**src/srll_pkg.sv**
```systemverilog
package srll_pkg;

    localparam logic       KIND_CHAR    = 1'b0;
    localparam logic       KIND_EOL     = 1'b1;
    localparam logic       RK_WRITE     = 1'b0;
    localparam logic       RK_SUMMARY   = 1'b1;
    localparam logic [3:0] TYPE_DATA16  = 4'd1;
    localparam logic [3:0] TYPE_UNKNOWN = 4'd10;
    localparam logic [9:0] POS_MAX      = 10'd1023;
    localparam logic [7:0] CHAR_S       = 8'h53;
    localparam logic [7:0] CHAR_0       = 8'h30;
    localparam logic [7:0] CHAR_9       = 8'h39;

    typedef struct packed {
        logic       kind;
        logic [7:0] char_code;
    } t_item;

    typedef struct packed {
        logic        result_kind;
        logic [15:0] mem_address;
        logic [7:0]  mem_data;
        logic [3:0]  record_type;
        logic [7:0]  record_count;
        logic [7:0]  record_checksum;
    } t_result;

    // Hex digit value; anything that is not a hex digit reads as zero.
    function automatic logic [3:0] hex_value(input logic [7:0] c);
        logic [7:0] d;
        d = 8'h00;
        if (c >= 8'h30 && c <= 8'h39) begin
            d = c - 8'h30;
        end else if (c >= 8'h41 && c <= 8'h46) begin
            d = c - 8'h37;
        end else if (c >= 8'h61 && c <= 8'h66) begin
            d = c - 8'h57;
        end
        return d[3:0];
    endfunction

endpackage

```
**src/srll_in_if.sv**
```systemverilog
interface srll_in_if;
    logic       valid;
    logic       ready;
    logic       kind;
    logic [7:0] char_code;

    modport source (output valid, output kind, output char_code, input ready);
    modport sink   (input valid, input kind, input char_code, output ready);
endinterface

```
**src/srll_out_if.sv**
```systemverilog
interface srll_out_if;
    logic        valid;
    logic        ready;
    logic        result_kind;
    logic [15:0] mem_address;
    logic [7:0]  mem_data;
    logic [3:0]  record_type;
    logic [7:0]  record_count;
    logic [7:0]  record_checksum;

    modport source (
        output valid, output result_kind, output mem_address, output mem_data,
        output record_type, output record_count, output record_checksum,
        input ready
    );
    modport sink (
        input valid, input result_kind, input mem_address, input mem_data,
        input record_type, input record_count, input record_checksum,
        output ready
    );
endinterface

```
**src/srll_in_stage.sv**
```systemverilog
module srll_in_stage
    import srll_pkg::*;
(
    input  logic  i_clk,
    input  logic  i_rst_n,
    input  logic  i_valid,
    input  t_item i_item,
    output logic  o_ready,
    input  logic  i_take,
    output logic  o_fire,
    output t_item o_item
);

    logic  r_valid;
    logic  n_valid;
    t_item r_item;

    // The held item leaves when the parser can take it; a new one may land
    // in the same cycle.
    assign o_fire  = r_valid && i_take;
    assign o_ready = !r_valid || i_take;
    assign o_item  = r_item;

    always_comb begin
        n_valid = r_valid;
        if (o_ready) begin
            n_valid = i_valid;
        end
    end

    always_ff @(posedge i_clk) begin
        if (!i_rst_n) begin
            r_valid <= 1'b0;
        end else begin
            r_valid <= n_valid;
        end
    end

    always_ff @(posedge i_clk) begin
        if (o_ready && i_valid) begin
            r_item <= i_item;
        end
    end

endmodule

```
**src/srll_parser.sv**
```systemverilog
module srll_parser
    import srll_pkg::*;
(
    input  logic    i_clk,
    input  logic    i_rst_n,
    input  logic    i_fire,
    input  t_item   i_item,
    output logic    o_take,
    output logic    o_valid,
    input  logic    i_ready,
    output t_result o_result
);

    logic [9:0]  r_pos,        n_pos;
    logic        r_first_s,    n_first_s;
    logic [3:0]  r_type,       n_type;
    logic [7:0]  r_count,      n_count;
    logic [15:0] r_start,      n_start;
    logic [15:0] r_next_addr,  n_next_addr;
    logic [3:0]  r_pend,       n_pend;
    logic [7:0]  r_bytes_left, n_bytes_left;
    logic [7:0]  r_check,      n_check;
    logic        r_out_valid,  n_out_valid;
    t_result     r_res,        n_res;

    logic [3:0]  nib;
    logic [7:0]  pair;

    assign o_take   = !r_out_valid || i_ready;
    assign o_valid  = r_out_valid;
    assign o_result = r_res;
    assign nib      = hex_value(i_item.char_code);
    assign pair     = {r_pend, nib};

    always_comb begin
        n_pos        = r_pos;
        n_first_s    = r_first_s;
        n_type       = r_type;
        n_count      = r_count;
        n_start      = r_start;
        n_next_addr  = r_next_addr;
        n_pend       = r_pend;
        n_bytes_left = r_bytes_left;
        n_check      = r_check;
        n_out_valid  = r_out_valid && !i_ready;
        n_res        = r_res;

        if (i_fire) begin
            n_out_valid = 1'b0;
            if (i_item.kind == KIND_EOL) begin
                // A line with no characters gives no summary.
                if (r_pos != 10'd0) begin
                    n_out_valid           = 1'b1;
                    n_res.result_kind     = RK_SUMMARY;
                    n_res.mem_address     = r_start;
                    n_res.mem_data        = 8'h00;
                    n_res.record_type     = r_type;
                    n_res.record_count    = r_count;
                    n_res.record_checksum = r_check;
                end
                n_pos        = 10'd0;
                n_first_s    = 1'b0;
                n_type       = TYPE_UNKNOWN;
                n_count      = 8'h00;
                n_start      = 16'h0000;
                n_next_addr  = 16'h0000;
                n_pend       = 4'h0;
                n_bytes_left = 8'h00;
                n_check      = 8'h00;
            end else begin
                if (r_pos == 10'd0) begin
                    n_first_s = (i_item.char_code == CHAR_S);
                end else if (r_pos == 10'd1) begin
                    n_type = (r_first_s && i_item.char_code >= CHAR_0 &&
                              i_item.char_code <= CHAR_9) ?
                             i_item.char_code[3:0] : TYPE_UNKNOWN;
                end else if (r_pos == 10'd2) begin
                    n_pend = nib;
                end else if (r_pos == 10'd3) begin
                    n_count = pair;
                    // Data bytes plus the checksum byte.
                    n_bytes_left = (pair >= 8'd3) ? pair - 8'd2 : 8'd1;
                end else if (r_pos <= 10'd7) begin
                    n_start = {r_start[11:0], nib};
                    if (r_pos == 10'd7) begin
                        n_next_addr = {r_start[11:0], nib};
                    end
                end else if (!r_pos[0]) begin
                    n_pend = nib;
                end else if (r_bytes_left > 8'd1) begin
                    if (r_type == TYPE_DATA16) begin
                        n_out_valid           = 1'b1;
                        n_res.result_kind     = RK_WRITE;
                        n_res.mem_address     = r_next_addr;
                        n_res.mem_data        = pair;
                        n_res.record_type     = r_type;
                        n_res.record_count    = r_count;
                        n_res.record_checksum = 8'h00;
                    end
                    n_next_addr  = r_next_addr + 16'd1;
                    n_bytes_left = r_bytes_left - 8'd1;
                end else if (r_bytes_left == 8'd1) begin
                    n_check      = pair;
                    n_bytes_left = 8'd0;
                end
                if (r_pos != POS_MAX) begin
                    n_pos = r_pos + 10'd1;
                end
            end
        end
    end

    always_ff @(posedge i_clk) begin
        if (!i_rst_n) begin
            r_pos        <= 10'd0;
            r_first_s    <= 1'b0;
            r_type       <= TYPE_UNKNOWN;
            r_count      <= 8'h00;
            r_start      <= 16'h0000;
            r_next_addr  <= 16'h0000;
            r_pend       <= 4'h0;
            r_bytes_left <= 8'h00;
            r_check      <= 8'h00;
            r_out_valid  <= 1'b0;
        end else begin
            r_pos        <= n_pos;
            r_first_s    <= n_first_s;
            r_type       <= n_type;
            r_count      <= n_count;
            r_start      <= n_start;
            r_next_addr  <= n_next_addr;
            r_pend       <= n_pend;
            r_bytes_left <= n_bytes_left;
            r_check      <= n_check;
            r_out_valid  <= n_out_valid;
        end
    end

    always_ff @(posedge i_clk) begin
        r_res <= n_res;
    end

endmodule

```
**src/srecord_line_loader_unit.sv**
```systemverilog
// Channel    Direction  Payload
// i_item     in         kind, char_code
// o_result   out        result_kind, mem_address, mem_data, record_type,
//                       record_count, record_checksum
//
// One item is taken per cycle while the result side is not stalled; each item is
// registered in the input stage and its result in the parser's result register.
// Reset is synchronous and active low, and clears the line state and both stages.
// A stalled result holds the parser, the input register then fills, and
// i_item.ready drops until the result is taken.
module srecord_line_loader_unit
    import srll_pkg::*;
(
    input  logic        i_clk,
    input  logic        i_rst_n,
    srll_in_if.sink     i_item,
    srll_out_if.source  o_result
);

    t_item   in_item;
    t_item   stage_item;
    t_result res;
    logic    take;
    logic    fire;

    assign in_item.kind      = i_item.kind;
    assign in_item.char_code = i_item.char_code;

    srll_in_stage u_in_stage (
        .i_clk   (i_clk),
        .i_rst_n (i_rst_n),
        .i_valid (i_item.valid),
        .i_item  (in_item),
        .o_ready (i_item.ready),
        .i_take  (take),
        .o_fire  (fire),
        .o_item  (stage_item)
    );

    srll_parser u_parser (
        .i_clk    (i_clk),
        .i_rst_n  (i_rst_n),
        .i_fire   (fire),
        .i_item   (stage_item),
        .o_take   (take),
        .o_valid  (o_result.valid),
        .i_ready  (o_result.ready),
        .o_result (res)
    );

    assign o_result.result_kind     = res.result_kind;
    assign o_result.mem_address     = res.mem_address;
    assign o_result.mem_data        = res.mem_data;
    assign o_result.record_type     = res.record_type;
    assign o_result.record_count    = res.record_count;
    assign o_result.record_checksum = res.record_checksum;

endmodule

```
**src/flat_wrapper.sv**
```systemverilog
// flat-port wrapper written by rule: the top's interface ports become plain ports
module srecord_line_loader_unit_flat import srll_pkg::*;
  (i_clk, i_rst_n, i_item_valid, i_item_kind, i_item_char_code, i_item_ready, o_result_valid, o_result_result_kind, o_result_mem_address, o_result_mem_data, o_result_record_type, o_result_record_count, o_result_record_checksum, o_result_ready);
  srll_in_if i_item_i ();
  srll_out_if o_result_i ();
  input  logic i_clk;
  input  logic i_rst_n;
  input wire logic [$bits(i_item_i.valid)-1:0] i_item_valid;
  input wire logic [$bits(i_item_i.kind)-1:0] i_item_kind;
  input wire logic [$bits(i_item_i.char_code)-1:0] i_item_char_code;
  output wire logic [$bits(i_item_i.ready)-1:0] i_item_ready;
  output wire logic [$bits(o_result_i.valid)-1:0] o_result_valid;
  output wire logic [$bits(o_result_i.result_kind)-1:0] o_result_result_kind;
  output wire logic [$bits(o_result_i.mem_address)-1:0] o_result_mem_address;
  output wire logic [$bits(o_result_i.mem_data)-1:0] o_result_mem_data;
  output wire logic [$bits(o_result_i.record_type)-1:0] o_result_record_type;
  output wire logic [$bits(o_result_i.record_count)-1:0] o_result_record_count;
  output wire logic [$bits(o_result_i.record_checksum)-1:0] o_result_record_checksum;
  input wire logic [$bits(o_result_i.ready)-1:0] o_result_ready;
  assign i_item_i.valid = i_item_valid;
  assign i_item_i.kind = i_item_kind;
  assign i_item_i.char_code = i_item_char_code;
  assign i_item_ready = i_item_i.ready;
  assign o_result_valid = o_result_i.valid;
  assign o_result_result_kind = o_result_i.result_kind;
  assign o_result_mem_address = o_result_i.mem_address;
  assign o_result_mem_data = o_result_i.mem_data;
  assign o_result_record_type = o_result_i.record_type;
  assign o_result_record_count = o_result_i.record_count;
  assign o_result_record_checksum = o_result_i.record_checksum;
  assign o_result_i.ready = o_result_ready;
  srecord_line_loader_unit u_core (.i_clk(i_clk), .i_rst_n(i_rst_n), .i_item(i_item_i), .o_result(o_result_i));
endmodule
```
**config.mk**
```make
export PLATFORM = sky130hd
export DESIGN_NAME = srecord_line_loader_unit_flat
export DESIGN_NICKNAME = d
export VERILOG_FILES = /design/src/srll_pkg.sv /design/src/srll_in_if.sv /design/src/srll_out_if.sv /design/src/srll_in_stage.sv /design/src/srll_parser.sv /design/src/srecord_line_loader_unit.sv /design/src/flat_wrapper.sv
export SDC_FILE = /design/constraint.sdc
export NUM_CORES = 1
export LEC_CHECK = 0
export ABC_AREA = 0
export CORE_MARGIN = 10
export CORE_UTILIZATION = 55
export CTS_CLUSTER_SIZE = 28
export DETAILED_ROUTE_END_ITERATION = 10
export DONT_BUFFER_PORTS = 1
export PLACE_DENSITY_LB_ADDON = 0.05
export SYNTH_ARGS = -nofsm -noshare
export SYNTH_HDL_FRONTEND = slang
export SYNTH_SLANG_ARGS = --single-unit
```
**constraint.sdc**
```tcl
create_clock -name i_clk -period 16 [get_ports i_clk]
set_input_delay 0 -clock i_clk [delete_from_list [all_inputs] [get_ports i_clk]]
set_output_delay 0 -clock i_clk [all_outputs]
set_load 0.1 [all_outputs]
```
# Yosys cells after proc, flatten, opt, wreduce, memory -nomap -nowiden
# Index checks and enable logic that the tools add are counted.
[totals]
register_bits = 131
wordCells = 171
[classes]
n_eq_ne = 20
n_reduce_logical = 38
addsub = 7
muxes = 78
order_cmp = 9
[ops]
columns = ["cell", "count"]
rows = [
  ["$mux 45", 10],
  ["$mux 16", 15],
  ["$mux 8", 24],
  ["$mux 4", 14],
  ["$eq 10x2->1 const B", 2],
  ["$mux 10", 2],
  ["$reduce_bool 2->1", 9],
  ["$add 16x1->16 const B", 1],
  ["$ge 8x7->1 const B", 2],
  ["$le 8x7->1 const B", 2],
  ["$mux 1", 13],
  ["$ne 2x1->1 const B", 6],
  ["$reduce_and 6->1", 2],
  ["$add 10x1->10 const B", 1],
  ["$eq 10x1->1 const B", 1],
  ["$eq 10x3->1 const B", 1],
  ["$le 10x3->1 const B", 1],
  ["$logic_not 10->1", 1],
  ["$ne 10x10->1 const B", 1],
  ["$reduce_and 10->1", 1],
  ["$reduce_bool 10->1", 1],
  ["$ne 3x2->1 const B", 3],
  ["$reduce_and 9->1", 1],
  ["$reduce_bool 3->1", 3],
  ["other kinds (22)", 35],
]

# Longest topological paths before layout
[logic_depth]
word_depth = 14
depth_mapped = 12

# Hierarchy
# From an unflattened synthesis, not the netlist that was laid out.
[unflattened]
hier_cells = 591
hier_area_um2 = 6128.4
[by_module_without_submodules]
columns = ["mod", "area_per_inst_um2", "cells_per_inst", "seq_area_each_um2", "instances"]
rows = [
  ["srll_parser", 5793.1, 576, 2872.8, 1],
  ["srll_in_stage", 335.3, 15, 290.3, 1],
]

# Worst setup path after synthesis
# OpenSTA, ideal clock, no wires.
[synth_timing]
path_kind = "register to register"
startpoint = "register u_core.u_parser.r_out_valid, in the netlist u_core.u_parser.o_valid"
endpoint = "register u_core.u_parser.r_res (netlist bit u_core.u_parser.o_result[0]) (enable)"
n_path_buf = 0
arrival_ps = 5157
required_time_ps = 15471
stages_incl_launch_ff = 6
setup_slack_ps = 10314
period_less_slack_ps = 5686
cell_sequence = "dfxtp_1 nor2b_1 nand2b_1 a211oi_2 inv_1 a311oi_1"
[synth_between]
elab_chain_cells = 4
[synth_lines]
columns = ["element", "line", "text"]
rows = [
  ["start: declaration", "srll_parser.sv:23", "logic r_out_valid, n_out_valid;"],
  ["start signal: assignment", "srll_parser.sv:135", "r_out_valid <= n_out_valid;"],
  ["$logic_not 1->1", "srll_parser.sv:29", "assign o_take = !r_out_valid || i_ready;"],
  ["$logic_or 1x1->1", "srll_parser.sv:29", ""],
  ["$logic_and 1x1->1", "srll_in_stage.sv:20", "assign o_fire = r_valid && i_take;"],
  ["$reduce_and 10->1 (no source line)", "--", ""],
  ["end signal: assignment", "srll_parser.sv:140", "r_res <= n_res;"],
  ["end: declaration", "srll_parser.sv:24", "t_result r_res, n_res;"],
]
# Every way passes these cells.
# A chain may end at the register's enable or synchronous reset.

# Final worst setup path
[layout_timing]
startpoint = "register u_core.u_parser.r_out_valid, in the netlist u_core.u_parser.o_valid"
endpoint = "register u_core.u_parser.r_res (netlist bit u_core.u_parser.o_result[22]) (enable)"
# The elaborated chain is that of the path after synthesis.

==> out/qor.yml <==
finalSetupViolations: 0
max_stage_delay_ns: 0.90
clockRootBuffer: "clkbuf_16"
grt_antenna_before_repair: 0
top_usage_layer: "met2"
slew_violations: 0
die_area_um2: 16000
whs_path_depth: 1
avgSynthCellArea_um2: 10.2
grt_pass1_wl_um: 22800
period_share_pct: 22.6
clk_pin_slew_ns: 0.06
cts_buffers: 17
rows: 38
grt_pass1_vias: 4403
mostFrequentLayoutCells: "77 x dfxtp_1, 54 x edfxtp_1, 53 x nor2b_1"
area.growth.synth_to_final_pct: 12.9
power_leakage_nw: 2.44
grt_overflow: 0
post-dp-hpwl_um: 9130
maxCapViolCount: 0
crit_family: "compound AO/OA/AOI/OAI gates"
postRouteAntennaNets: 0
fp.dieH_um: 126
layout-drive-gt1-share_pct: 10.5
core-area_um2: 11000
grt_setup_unrepaired: "no"
ir_drop_mv: 0.0746
layout.cells.most_common: "dfxtp_1"
crit_fanout: 29
insertion_delay_ns: 0.42
timing_hold_violations_final: 0
use_met1_pct: 22.3
grt_max_degree: 73
synthFlopType: "dfxtp_1"
syn_nets: 635
worst-slew-pin-transition_ns: 1.10
hp-class: "in2reg"
start_kind: "register"
placed_area_um2: 6290
path_buf_inv: 2
vias: 4573
cp-end-kind: "register"
seq_area_frac_synth_pct: 50.8
cts_buffer_depth: 2
outcome: "complete, no violations"
fill_cells: 873
synth-async-reset-ratio_pct: 0
grtUsageMet2_pct: 27.2
yosys_warnings: 0
port_buffers: 0
fin_crit_ns: 3.62
fin_tns_setup_ns: 0
post_drt_via_cell_ratio: 5.96
place.gp.congestion: 0.953
start_util_pct: 56.7
cp.depth: 6
syn_inst: 610
r2r_cells: 6
drtPass1Iterations: 5
design_area_um2: 7030
synth_edf_count: 54
grt_util_met3_pct: 4.71
netlist_area_um2: 6230
multi_input_area_um2: 2880
numClockSinks: 131
track_usage_pct: 17.3
h-tree-depth: 4
seq_area_um2: 3160
clock_skew_ns: 0.00505
routed_wl_um: 13900
cp.arrival_ns: 3.70
maxSlewHeadroom_pct: 26.0
post-route-drc-count: 0
slowest_stage: "a311oi_4"
initialDrtViolationCount: 489
powerDensity_nw_per_um2: 111
fmax_ghz: 0.276
die_x_um: 126
wire_per_inst_um: 18.1
synth-seq-cells: 131
pin_count: 60
antenna_cells: 0
cts_tree: "built"
synth.distinct_cells: 75
path_class: "reg2reg"
finalNetCount: 639
holdWs_ns: 0.0271
cp.required_ns: 16.08
path_cells: "nor2b_1 -> nand2b_1 -> a211oi_2 -> inv_1 -> a311oi_4 -> buf_4"
-- sequential cells by signal (all words and copies together), names as in the netlist --
name                          count
u_core.u_parser.r_first_s         1
u_core.u_parser.r_pend            4
u_core.u_parser.r_pos            10
u_core.u_in_stage.o_item          9
u_core.u_parser.r_check           8
u_core.u_parser.r_start          16
u_core.u_in_stage.r_valid         1
u_core.u_parser.r_count           8
u_core.u_parser.r_next_addr      16
u_core.u_parser.r_type            4
u_core.u_parser.o_result         45
u_core.u_parser.r_bytes_left      8
u_core.u_parser.o_valid           1
-- final timing paths --
kind                              startpoint                           end  slack (ns)
setup / recovery     u_core.u_parser.o_valid  u_core.u_parser.o_result[22]       12.38
hold / removal                  i_item_valid   u_core.u_in_stage.o_item[8]        0.03
setup reg to reg     u_core.u_parser.o_valid  u_core.u_parser.o_result[22]       12.38
hold reg to reg   u_core.u_parser.r_count[2]  u_core.u_parser.o_result[10]        0.43
-- kinds of logic after synthesis --
| kind of cell | synth area share [%] |
|---|---|
| compound gates | 15.5 |
| simple gates | 20.1 |
| flops | 50.8 |
| fa+ha+maj | 2.41 |
| mux | 5.10 |
| xor+xnor | 2.67 |
| buf+inv | 3.35 |
-- Yosys cell counts (all sizes together), types with 4 or more instances --
library cell	n	share of area (%)
and3	4	0.48
nor4b	5	0.70
nor3	20	1.9
clkbuf	21	1.3
dfxtp	77	25
nor2	52	3.3
nand3	14	1.2
a21oi	29	2.3
buf	11	1.2
nor2b	53	5.3
o21ai	33	2.7
and2	11	1.1
a21boi	7	0.84
mux2i	16	2.6
or2	5	0.54
xor2	11	1.5
inv	15	0.90
nand2b	7	0.70
mux2	14	2.5
nand2	35	2.1
o21a	8	0.96
nor4	7	0.80
xnor2	8	1.1
o31ai	5	0.82
ha	12	2.4
a22oi	18	2.2
edfxtp	54	26
-- power by group --
| part | total (mW) | switching (mW) | internal (mW) |
|---|---|---|---|
| combinational | 0.0431 | 0.0272 | 0.0159 |
| clock | 0.376 | 0.146 | 0.230 |
| sequential | 0.362 | 0.0110 | 0.351 |
-- worst reg2reg max path: stages (launching register included) --
cell,delay (ns)
dfxtp_1,0.64
nor2b_1,0.35
nand2b_1,0.26
a211oi_2,0.44
inv_1,0.17
a311oi_4,0.90
buf_4,0.51
-- final cells by class --
cell class	count	share of cell area (%)
Clock buffer	17	6.05
Clock inverter	15	2.22
Inverter	15	0.801
Multi-Input combinational cell	432	40.9
Sequential cell	131	45.0
Tap cell	140	2.49
Timing Repair Buffer	17	2.56
-- metal layers --
layer / wire, um / part of all wire, %
met1: 6330 / 46
met3: 897 / 6.5
met5: 0 / 0
met4: 207 / 1.5
met2: 6420 / 46
-- repair_timing --
item | in CTS | in global routing
gates resized for setup | 0 | 0
hold buffers | 14 | 0
setup buffers | 0 | 0
hold endpoints to repair | 85 | 0
-- per-stage QoR --
stage | power [mW] | utilization (%) | instances | setup WS [ns]
after global routing | 0.807 | 64.0 | 767 | 12.14
after detailed placement | 0.406 | 57.3 | 721 | 12.37
final | 0.781 | 64.0 | 767 | 12.38
after floorplan | 0.399 | - | 610 | 10.31
after CTS | 0.784 | 64.0 | 767 | 12.36
after global placement | 0.405 | 57.3 | 721 | 12.46
No activity file was read; power rests on OpenSTA's default activity.
